[config.mk]
export PLATFORM = sky130hd
export DESIGN_NAME = imsu_queue
export DESIGN_NICKNAME = d
export VERILOG_FILES = /design/src/design/imsu_pkg.sv /design/src/design/imsu_queue.sv
export SDC_FILE = /design/constraint.sdc
export NUM_CORES = 1
export LEC_CHECK = 0
export ABC_CLOCK_PERIOD_IN_PS = 2370
export BUFFER_PORTS_ARGS = -buffer_cell sky130_fd_sc_hd__buf_2
export CAP_MARGIN = 15
export CORE_UTILIZATION = 24
export DETAILED_ROUTE_END_ITERATION = 16
export GPL_TIMING_DRIVEN = 0
export HOLD_SLACK_MARGIN = 0.06
export PLACE_DENSITY = 0.48
export SKIP_CTS_REPAIR_TIMING = 1
export SYNTH_ARGS = -nofsm -noshare
export SYNTH_HDL_FRONTEND = slang
export SYNTH_SLANG_ARGS = --single-unit
[constraint.sdc]
create_clock -name clk -period 2.37 [get_ports clk]
set_input_delay 0 -clock clk [delete_from_list [all_inputs] [get_ports clk]]
set_output_delay 0 -clock clk [all_outputs]
set_load 0.005 [all_outputs]
[src/design/imsu_pkg.sv]
package imsu_pkg;

    // Lattice geometry. Each memory row holds one full line of sites along z.
    localparam int SIDE_X = 16;
    localparam int SIDE_Y = 16;
    localparam int SIDE_Z = 16;
    localparam int XW     = $clog2(SIDE_X);
    localparam int YW     = $clog2(SIDE_Y);
    localparam int ZW     = $clog2(SIDE_Z);
    localparam int ROWS   = SIDE_X * SIDE_Y;
    localparam int RW     = $clog2(ROWS);

    // Port field widths.
    localparam int ACT_W   = 2;
    localparam int COORD_W = 4;
    localparam int RND_W   = 24;

    // Acceptance levels and configuration port.
    localparam int LEVEL_N    = 6;
    localparam int LEVEL_W    = 25;
    localparam int LVL_IW     = $clog2(LEVEL_N);
    localparam int CFG_IDX_W  = 3;
    localparam int CFG_DATA_W = LEVEL_W;

    localparam logic [CFG_IDX_W-1:0] REG_LEVEL_1  = 3'd0;
    localparam logic [CFG_IDX_W-1:0] REG_LEVEL_6  = 3'd5;
    localparam logic [CFG_IDX_W-1:0] REG_PERIODIC = 3'd6;
    localparam logic [CFG_IDX_W-1:0] REG_COUPLING = 3'd7;

    // Action codes on the input port.
    localparam logic [ACT_W-1:0] ACT_WRITE  = 2'd0;
    localparam logic [ACT_W-1:0] ACT_UPDATE = 2'd1;

    // Six nearest neighbors and the width of a count of them.
    localparam int NBR_N = 6;
    localparam int CNT_W = $clog2(NBR_N + 1);

    // Depth of the queue between the front and the back.
    localparam int QDEPTH = 2;
    localparam int QAW    = $clog2(QDEPTH);
    localparam int QCW    = $clog2(QDEPTH + 1);

    typedef enum logic [1:0] {
        KIND_WRITE,
        KIND_UPDATE,
        KIND_READ,
        KIND_OUTSIDE
    } kind_t;

    typedef struct packed {
        kind_t             kind;
        logic [XW-1:0]     x;
        logic [YW-1:0]     y;
        logic [ZW-1:0]     z;
        logic              spin;
        logic [RND_W-1:0]  rnd;
    } entry_t;

    typedef struct packed {
        logic [LEVEL_N-1:0][LEVEL_W-1:0] level;
        logic                            periodic;
        logic                            coupling_negative;
    } cfg_t;

    function automatic logic [RW-1:0] row_addr(logic [XW-1:0] x, logic [YW-1:0] y);
        return RW'(int'(x) * SIDE_Y + int'(y));
    endfunction

endpackage

[src/design/imsu_queue.sv]
module imsu_queue
    import imsu_pkg::*;
(
    input  logic   clk,
    input  logic   rst_n,
    input  logic   push,
    input  entry_t push_entry,
    input  logic   pop,
    output logic   valid,
    output entry_t head,
    output logic   full
);

    entry_t           entries_reg [QDEPTH];
    logic [QAW-1:0]   wr_ptr_reg;
    logic [QAW-1:0]   rd_ptr_reg;
    logic [QCW-1:0]   count_reg;

    assign valid = (count_reg != '0);
    assign full  = (count_reg == QCW'(QDEPTH));
    assign head  = entries_reg[rd_ptr_reg];

    always_ff @(posedge clk)
    begin
        if (push)
        begin
            entries_reg[wr_ptr_reg] <= push_entry;
        end
    end

    always_ff @(posedge clk or negedge rst_n)
    begin
        if (!rst_n)
        begin
            wr_ptr_reg <= '0;
            rd_ptr_reg <= '0;
            count_reg  <= '0;
        end
        else
        begin
            if (push)
            begin
                wr_ptr_reg <= (wr_ptr_reg == QAW'(QDEPTH - 1)) ? '0 : wr_ptr_reg + 1'b1;
            end
            if (pop)
            begin
                rd_ptr_reg <= (rd_ptr_reg == QAW'(QDEPTH - 1)) ? '0 : rd_ptr_reg + 1'b1;
            end
            if (push && !pop)
            begin
                count_reg <= count_reg + 1'b1;
            end
            else if (pop && !push)
            begin
                count_reg <= count_reg - 1'b1;
            end
        end
    end

`ifndef ASSERT_OFF
    a_no_overflow: assert property (@(posedge clk) disable iff (!rst_n)
        count_reg <= QCW'(QDEPTH))
        else $error("queue count beyond depth");

    a_pop_nonempty: assert property (@(posedge clk) disable iff (!rst_n)
        pop |-> valid)
        else $error("queue popped while empty");

    a_push_counts: assert property (@(posedge clk) disable iff (!rst_n)
        (push && !pop) |=> count_reg == $past(count_reg) + 1'b1)
        else $error("queue push lost");
`endif

endmodule

==> results of run 1 <==
==> cell families (layout without fill, tap and decap cells) <==
family	count (synthesis)	after routing
flops	82	82
simple gates	5	5
xor+xnor	5	5
mux	39	39
buf+inv	5	149
fa+ha+maj	1	1
==> synth_stat cells <==
cell type,count,area share (%)
edfxtp_1,78,78
mux2_2,39,15
buf_6,4,1.5
dfrtp_1,4,3.3
xor2_1,4,1.2
nor2b_1,2,0.41
and2_1,1,0.21
ha_1,1,0.41
inv_1,1,0.12
nor2_1,1,0.12
or2_2,1,0.21
xnor2_1,1,0.29
==> final timing paths <==
path                                 from            endpoint  cells after the start
setup / recovery               wr_ptr_reg  entries_reg[0][38]                      2
hold / removal             push_entry[12]  entries_reg[0][12]                      2
setup reg to reg               wr_ptr_reg  entries_reg[0][38]                      2
hold reg to reg              count_reg[1]        count_reg[1]                      1
max in group asynchronous           rst_n          wr_ptr_reg                      3
min in group asynchronous           rst_n        count_reg[1]                      3
==> worst max-delay path, cell delays in order (launching register included) <==
cell     delay [ns]
dfrtp_1        0.43
nor2b_4        0.54
buf_12         0.26
==> layer usage <==
layer  vias to the layer above  track usage, %  routed length (µm)
met3                         9            4.45                 300
met5                         -               0                   0
li1                        813               -                   -
met4                         0            4.94                 102
met1                       829            9.84                2450
met2                        51            14.5                2820
==> stage by stage <==
stage	power, mW	util (%)	instances
CTS	4.60	32.6	406
finish	4.53	36.2	449
global placement	3.27	30.1	388
global route	4.80	36.2	449
floorplan	2.75	-	137
detailed placement	3.32	30.5	390
==> power by group through the flow <==
stage	clock network (mW)	registers (mW)	logic [mW]
floorplan	0	2.03	0.723
global placement	0	2.06	1.21
detailed placement	0	2.05	1.27
CTS	1.29	2.02	1.28
global route	1.35	2.05	1.40
finish	1.24	2.02	1.27
==> final cells by class <==
type	count	area, µm²	area share [%]
Tap cell	168	210	4.79
Multi-Input combinational cell	50	533	12.2
Buffer	4	45.0	1.03
Clock inverter	5	31.3	0.713
Clock buffer	11	233	5.31
Timing Repair Buffer	128	886	20.2
Sequential cell	82	2440	55.7
Inverter	1	3.75	0.0856
==> results.md, run 1 <==
* Commonest non-fill, non-tap cell in the layout: buf_2
* Clk slew on worst S/H paths at roughly 0.060 ns
* Number of global-route vias before repair at 1590
* Number of max-cap violations at 0
* Worst min-delay path class: in -> reg
* Mapped Area at between 0.003 and 0.004 mm²
* Net Sw Frac at 26.4%
* Clk pwr share at 27.3%
* CTS tree: yes
* Synth Area in XOR/XNOR at 1.45%
* Synth cell types at 12
* Tmin final at 1.55 ns
* Skew final at 0.00827 ns
* Largest family of logic cells by synthesized area: multiplexers
* Internal at between 3 and 4 mW
* ANT cells at 0
* Number of port buffers at 83
* First-pass GRT wire length at 8170 µm
* Post-detail-place hpwl at 3530 µm
* DIE WIDTH at 114 µm
* # H-tree levels at 3
* # fillers at around 1200
* Initial Util at 24.9%
* Placed Area at 0.00369 mm²
* Worst Max-Slew Pin Slew at ~0.64 ns
* Yosys warnings at 0
* Slew headroom at about 57%
* Period utilization at 65.4%
* Clock Root Buffer: clkbuf_16
* Routed Antenna Nets at 0
* Routed vias at 1702
* Global Route Usage Sum at a little under a tenth
* Latest clock arrival within the worst-skew pair at 0.34 ns
* Fin. Hold Viols at 0
* Remaining Overflow, GRT at 0
* Final setup TNS at 0 ns
* Worst Path Arrival at 1.58 ns
* Initial antenna violation count at 0
* Avg Cell Area, Syn at 22.0 µm²
* Worst path required time at 2.40 ns
* Residual DRC at 0
* Routed len/inst at 12.6 µm
* Layout Cell Area excl Fill at about 0.0044 mm²
* Deepest clock path buffer count at 2
* Leak Pwr at 1.66 nW
* Area delta synth->final at 45.4%
* DIE AREA at 0.0130 mm²
* Syn_nets at between 150 and 200
* WHS at ~0.39 ns
* Net load switching power at 1.20 mW
* Post-synthesis sequential area ratio at 81.0%
* Worst slack at placement at about 0.76 ns
* Setup crit end kind: flop
* Layout cells sized above 1 at 51.6%
* Synth Area in Adders at 0.415%
* Setup violations, final at 0
* Count of pins over their slew limit at 0
* Final #Nets at between 300 and 400
* Most frequent cells in the layout: buf_2, edfxtp_1, dlygate4sd3_1
* Largest net degree at the start of global routing at 23
* Status: finished, final reports clean
* Vias per inst at 3.79
* Startpoint types: flop
* Die height at approximately 110 µm
* Reg-to-reg slack, setup at 0.82 ns
* Fmax at 645 MHz
* Seq pwr share at around 45%
* Compound-Gate Fraction of Synth Area at 0%
* Synth Area in Simple Gates at 0.954%
* Syn Inst Count at between 100 and 150
* Clock net sink count at around 80
* RSZ-0062 raised after global routing: false
* Drt initial violations at 70
* Drt pass-1 iters at 3
* Worst IR Drop VDD at 0.359 mV
* GPL Wtd Cong at 0.673
* Detailed Route WL at between 5000 and 6000 µm
* Kind of critical path: reg -> reg
* CORE AREA at 0.0121 mm²
* PwrDens at between 1000 and 1500 mW/mm²
* Comb pwr share at 28.1%
* # rows at 40
* Slack of the critical path at 0.821 ns
* Largest register FFs at 78
* CTS buffer count at 9
* Top Ports at 84
* Post-synthesis mux area share at between 10% and 20%
* Crit-path max FO at 21
* Seq cells post-synth at slightly above 80
(Power assumes the default switching activity.)
==> run 2, diff against run 1 <==
--- a/config.mk
+++ b/config.mk
@@ -5,7 +5,7 @@
 export SDC_FILE = /design/constraint.sdc
 export NUM_CORES = 1
 export LEC_CHECK = 0
-export ABC_CLOCK_PERIOD_IN_PS = 2370
+export ABC_CLOCK_PERIOD_IN_PS = 1300
 export BUFFER_PORTS_ARGS = -buffer_cell sky130_fd_sc_hd__buf_2
 export CAP_MARGIN = 15
 export CORE_UTILIZATION = 24
==> constraint.sdc (replaced) <==
create_clock -name clk -period 1.3 [get_ports clk]
set_input_delay 0 -clock clk [delete_from_list [all_inputs] [get_ports clk]]
set_output_delay 0 -clock clk [all_outputs]
set_load 0.005 [all_outputs]
==> run 2 against run 1 <==
The flow now finishes with violations (negative setup slack). Via count up 0.71%. Setup slack got worse by 0.95 ns. Wire length rose by 2.4%. Clock-buffer cell count grew 1. Highest routed layer unchanged. First-iteration DRC count increased by 24%. Sequential cell count unchanged. Non-clock buffer count is 1 higher.
==> results.md, run 2 (synthesis gave the netlist of run 1 again) <==
* Status: complete, but fails checks (was finished, final reports clean)
* Failing checks: negative setup slack
* Routed len/inst at 12.9 µm (was 12.6 µm)
* Residual DRC at 0 (unchanged)
* Number of max-cap violations at 0 (unchanged)
* Setup violations, final at 39 (was 0)
* Fin. Hold Viols at 0 (unchanged)
* Largest net degree at the start of global routing at 40 (was 23)
* ANT cells at 0 (unchanged)
* Leak Pwr at 1.66 nW (about the same)
* Routed Antenna Nets at 0 (unchanged)
* Number of global-route vias before repair at 1627 (was 1590)
* DIE WIDTH at 114 µm (unchanged)
* Period utilization at 110%
* CORE AREA at 0.0121 mm² (unchanged)
* Slew headroom at 78.1% (was 57.0%)
* Initial Util at 24.9% (unchanged)
* Seq. cell area at 0.00244 mm² (about the same)
* Clock net sink count at 82 (unchanged)
* Setup crit end kind: output pin (was flop)
* Area taken by multi-input logic gates at 543 µm² (was 533 µm²)
* WHS Endpoint: entries_reg[0][18] (was entries_reg[0][12])
* # rows at 40 (unchanged)
* Largest register FFs at 78 (unchanged)
* Area delta synth->final at 45.3% (was 45.4%)
* Fmax at roughly 700 MHz
* Reg2Reg Capture Point: entries_reg[1][20] (was entries_reg[0][38])
* Reg-to-reg slack, setup at 0.10 ns (was 0.82 ns)
* RSZ-0062 raised after global routing: true (was false)
* Count of pins over their slew limit at 0 (unchanged)
* Top Ports at 84 (unchanged)
* Slack of the critical path at -0.128 ns (was 0.821 ns)
* Die height at 114 µm (unchanged)
* Crit path launch: rd_ptr_reg (was wr_ptr_reg)
* Worst IR Drop VDD at 0.811 mV (was 0.359 mV)
* DIE AREA at 0.0130 mm² (unchanged)
* Remaining Overflow, GRT at 0 (unchanged)
* Post-route insts no fill at 451 (was 449)
* Worst Path Arrival at 1.43 ns (was 1.58 ns)
* Drt pass-1 iters at 4 (was 3)
* Latest clock arrival within the worst-skew pair at 0.33 ns (was 0.34 ns)
* Total Power at 8.23 mW (was 4.53 mW)
* Worst min-delay path class: in -> reg (unchanged)
* # fillers at 1209 (was 1184)
* Kind of critical path: reg -> out (was reg -> reg)
* Clk slew on worst S/H paths at 0.06 ns (about the same)
* First-pass GRT wire length at 8210 µm (was 8170 µm)
* Placed cell count at 389 (was 390)
* Most frequent cells in the layout: buf_2, edfxtp_1, dlygate4sd3_1 (unchanged)
* Critical hold path startpoint: push_entry[18] (was push_entry[12])
* Worst path required time at 1.30 ns (was 2.40 ns)
* Final #Nets at 322 (was 320)
* Skew final at 0.00247 ns (was 0.00827 ns)
* # H-tree levels at 3 (unchanged)
* Deepest clock path buffer count at 2 (unchanged)
* Crit-path max FO at 10 (was 21)
* CTS tree: yes (unchanged)
* Detailed Route WL at 5810 µm (was 5670 µm)
* Routed vias at 1714 (was 1702)
* RR Startpoint: wr_ptr_reg (unchanged)
* GPL Wtd Cong at 0.599 (was 0.673)
* Worst R2R Path Depth at 1 (was 2)
* Layout cells sized above 1 at 51.6% (about the same)
* Initial antenna violation count at 0 (unchanged)
* CTS buffer count at 9 (unchanged)
* Vias per inst at 3.80 (was 3.79)
* Layout Utilization at 36.2% (about the same)
* Post-detail-place hpwl at 3350 µm (was 3530 µm)
* PwrDens at 1880 mW/mm² (was 1030 mW/mm²)
* Global Route Usage Sum at 8.99% (was 9.07%)
* WHS at 0.384 ns (was 0.387 ns)
* Tmin final at 1.43 ns
* Worst hold path stage count at 2 (unchanged)
* Commonest non-fill, non-tap cell in the layout: buf_2 (unchanged)
* Clock Root Buffer: clkbuf_16 (unchanged)
* Drt initial violations at 87 (was 70)
* Startpoint types: flop (unchanged)
* Number of port buffers at 83 (unchanged)
* Final setup TNS at -4.39 ns (was 0 ns)
* Worst Max-Slew Pin Slew at 0.329 ns (was 0.644 ns)
[run 2: cell types whose count changed in the layout (fill, tap and decap cells not counted)]
cell        before  now
clkinv_1         0    1
clkinvlp_4       1    0
clkinv_4         1    0
and2_2           1    0
dfrtp_2          0    1
buf_4            0    2
dfrtp_1          4    3
buf_12           2    1
and2_4           0    2
clkbuf_1         2    3
[run 2: routing by layer]
metal	share of wire, %	vias to the layer above	GRT usage, %
met5	0	-	0
met2	49	52	14.6
li1	-	818	-
met4	1.9	0	5.19
met3	5.2	11	4.29
met1	44	833	9.58
[run 2: cell type report]
type	instances	area share, %
timing repair buffer	129	20.1
tap	168	4.80
clock inverter	4	0.428
clock buffer	12	5.40
inverter	1	0.0857
sequential	82	55.8
buffer	4	1.03
multi-input combinational	51	12.4
[run 2: how the worst max path moves through the flow]
stage | end | depth (start not counted) | slack, ns
6_report | head[12] | 3 | -0.13
5_1_grt | head[12] | 3 | -0.21
4_1_cts | entries_reg[1][0] | 1 | -0.44
3_5_place_dp | entries_reg[1][33] | 1 | -0.44
3_3_place_gp | entries_reg[0][28] | 1 | -0.59
2_1_floorplan | entries_reg[0][0] | 1 | -0.13
[run 2: power breakdown]
part | switching, mW | internal, mW | total [mW]
combinational | 1.05 | 1.28 | 2.33
sequential | 0.181 | 3.52 | 3.70
clock | 0.926 | 1.28 | 2.20
[run 2: worst max-delay path: stages (launching register included)]
cell and delay [ns]:
dfrtp_2 0.43, buf_6 0.18, mux2_2 0.35, buf_2 0.13
[run 2: stage by stage]
| step | cell area, µm² | setup WS, ns |
|---|---|---|
| 2_1_floorplan | 3020 | -0.126 |
| 3_3_place_gp | 3650 | -0.595 |
| 3_5_place_dp | 3670 | -0.438 |
| 4_1_cts | 3930 | -0.443 |
| 5_1_grt | 4380 | -0.211 |
| 6_report | 4380 | -0.128 |
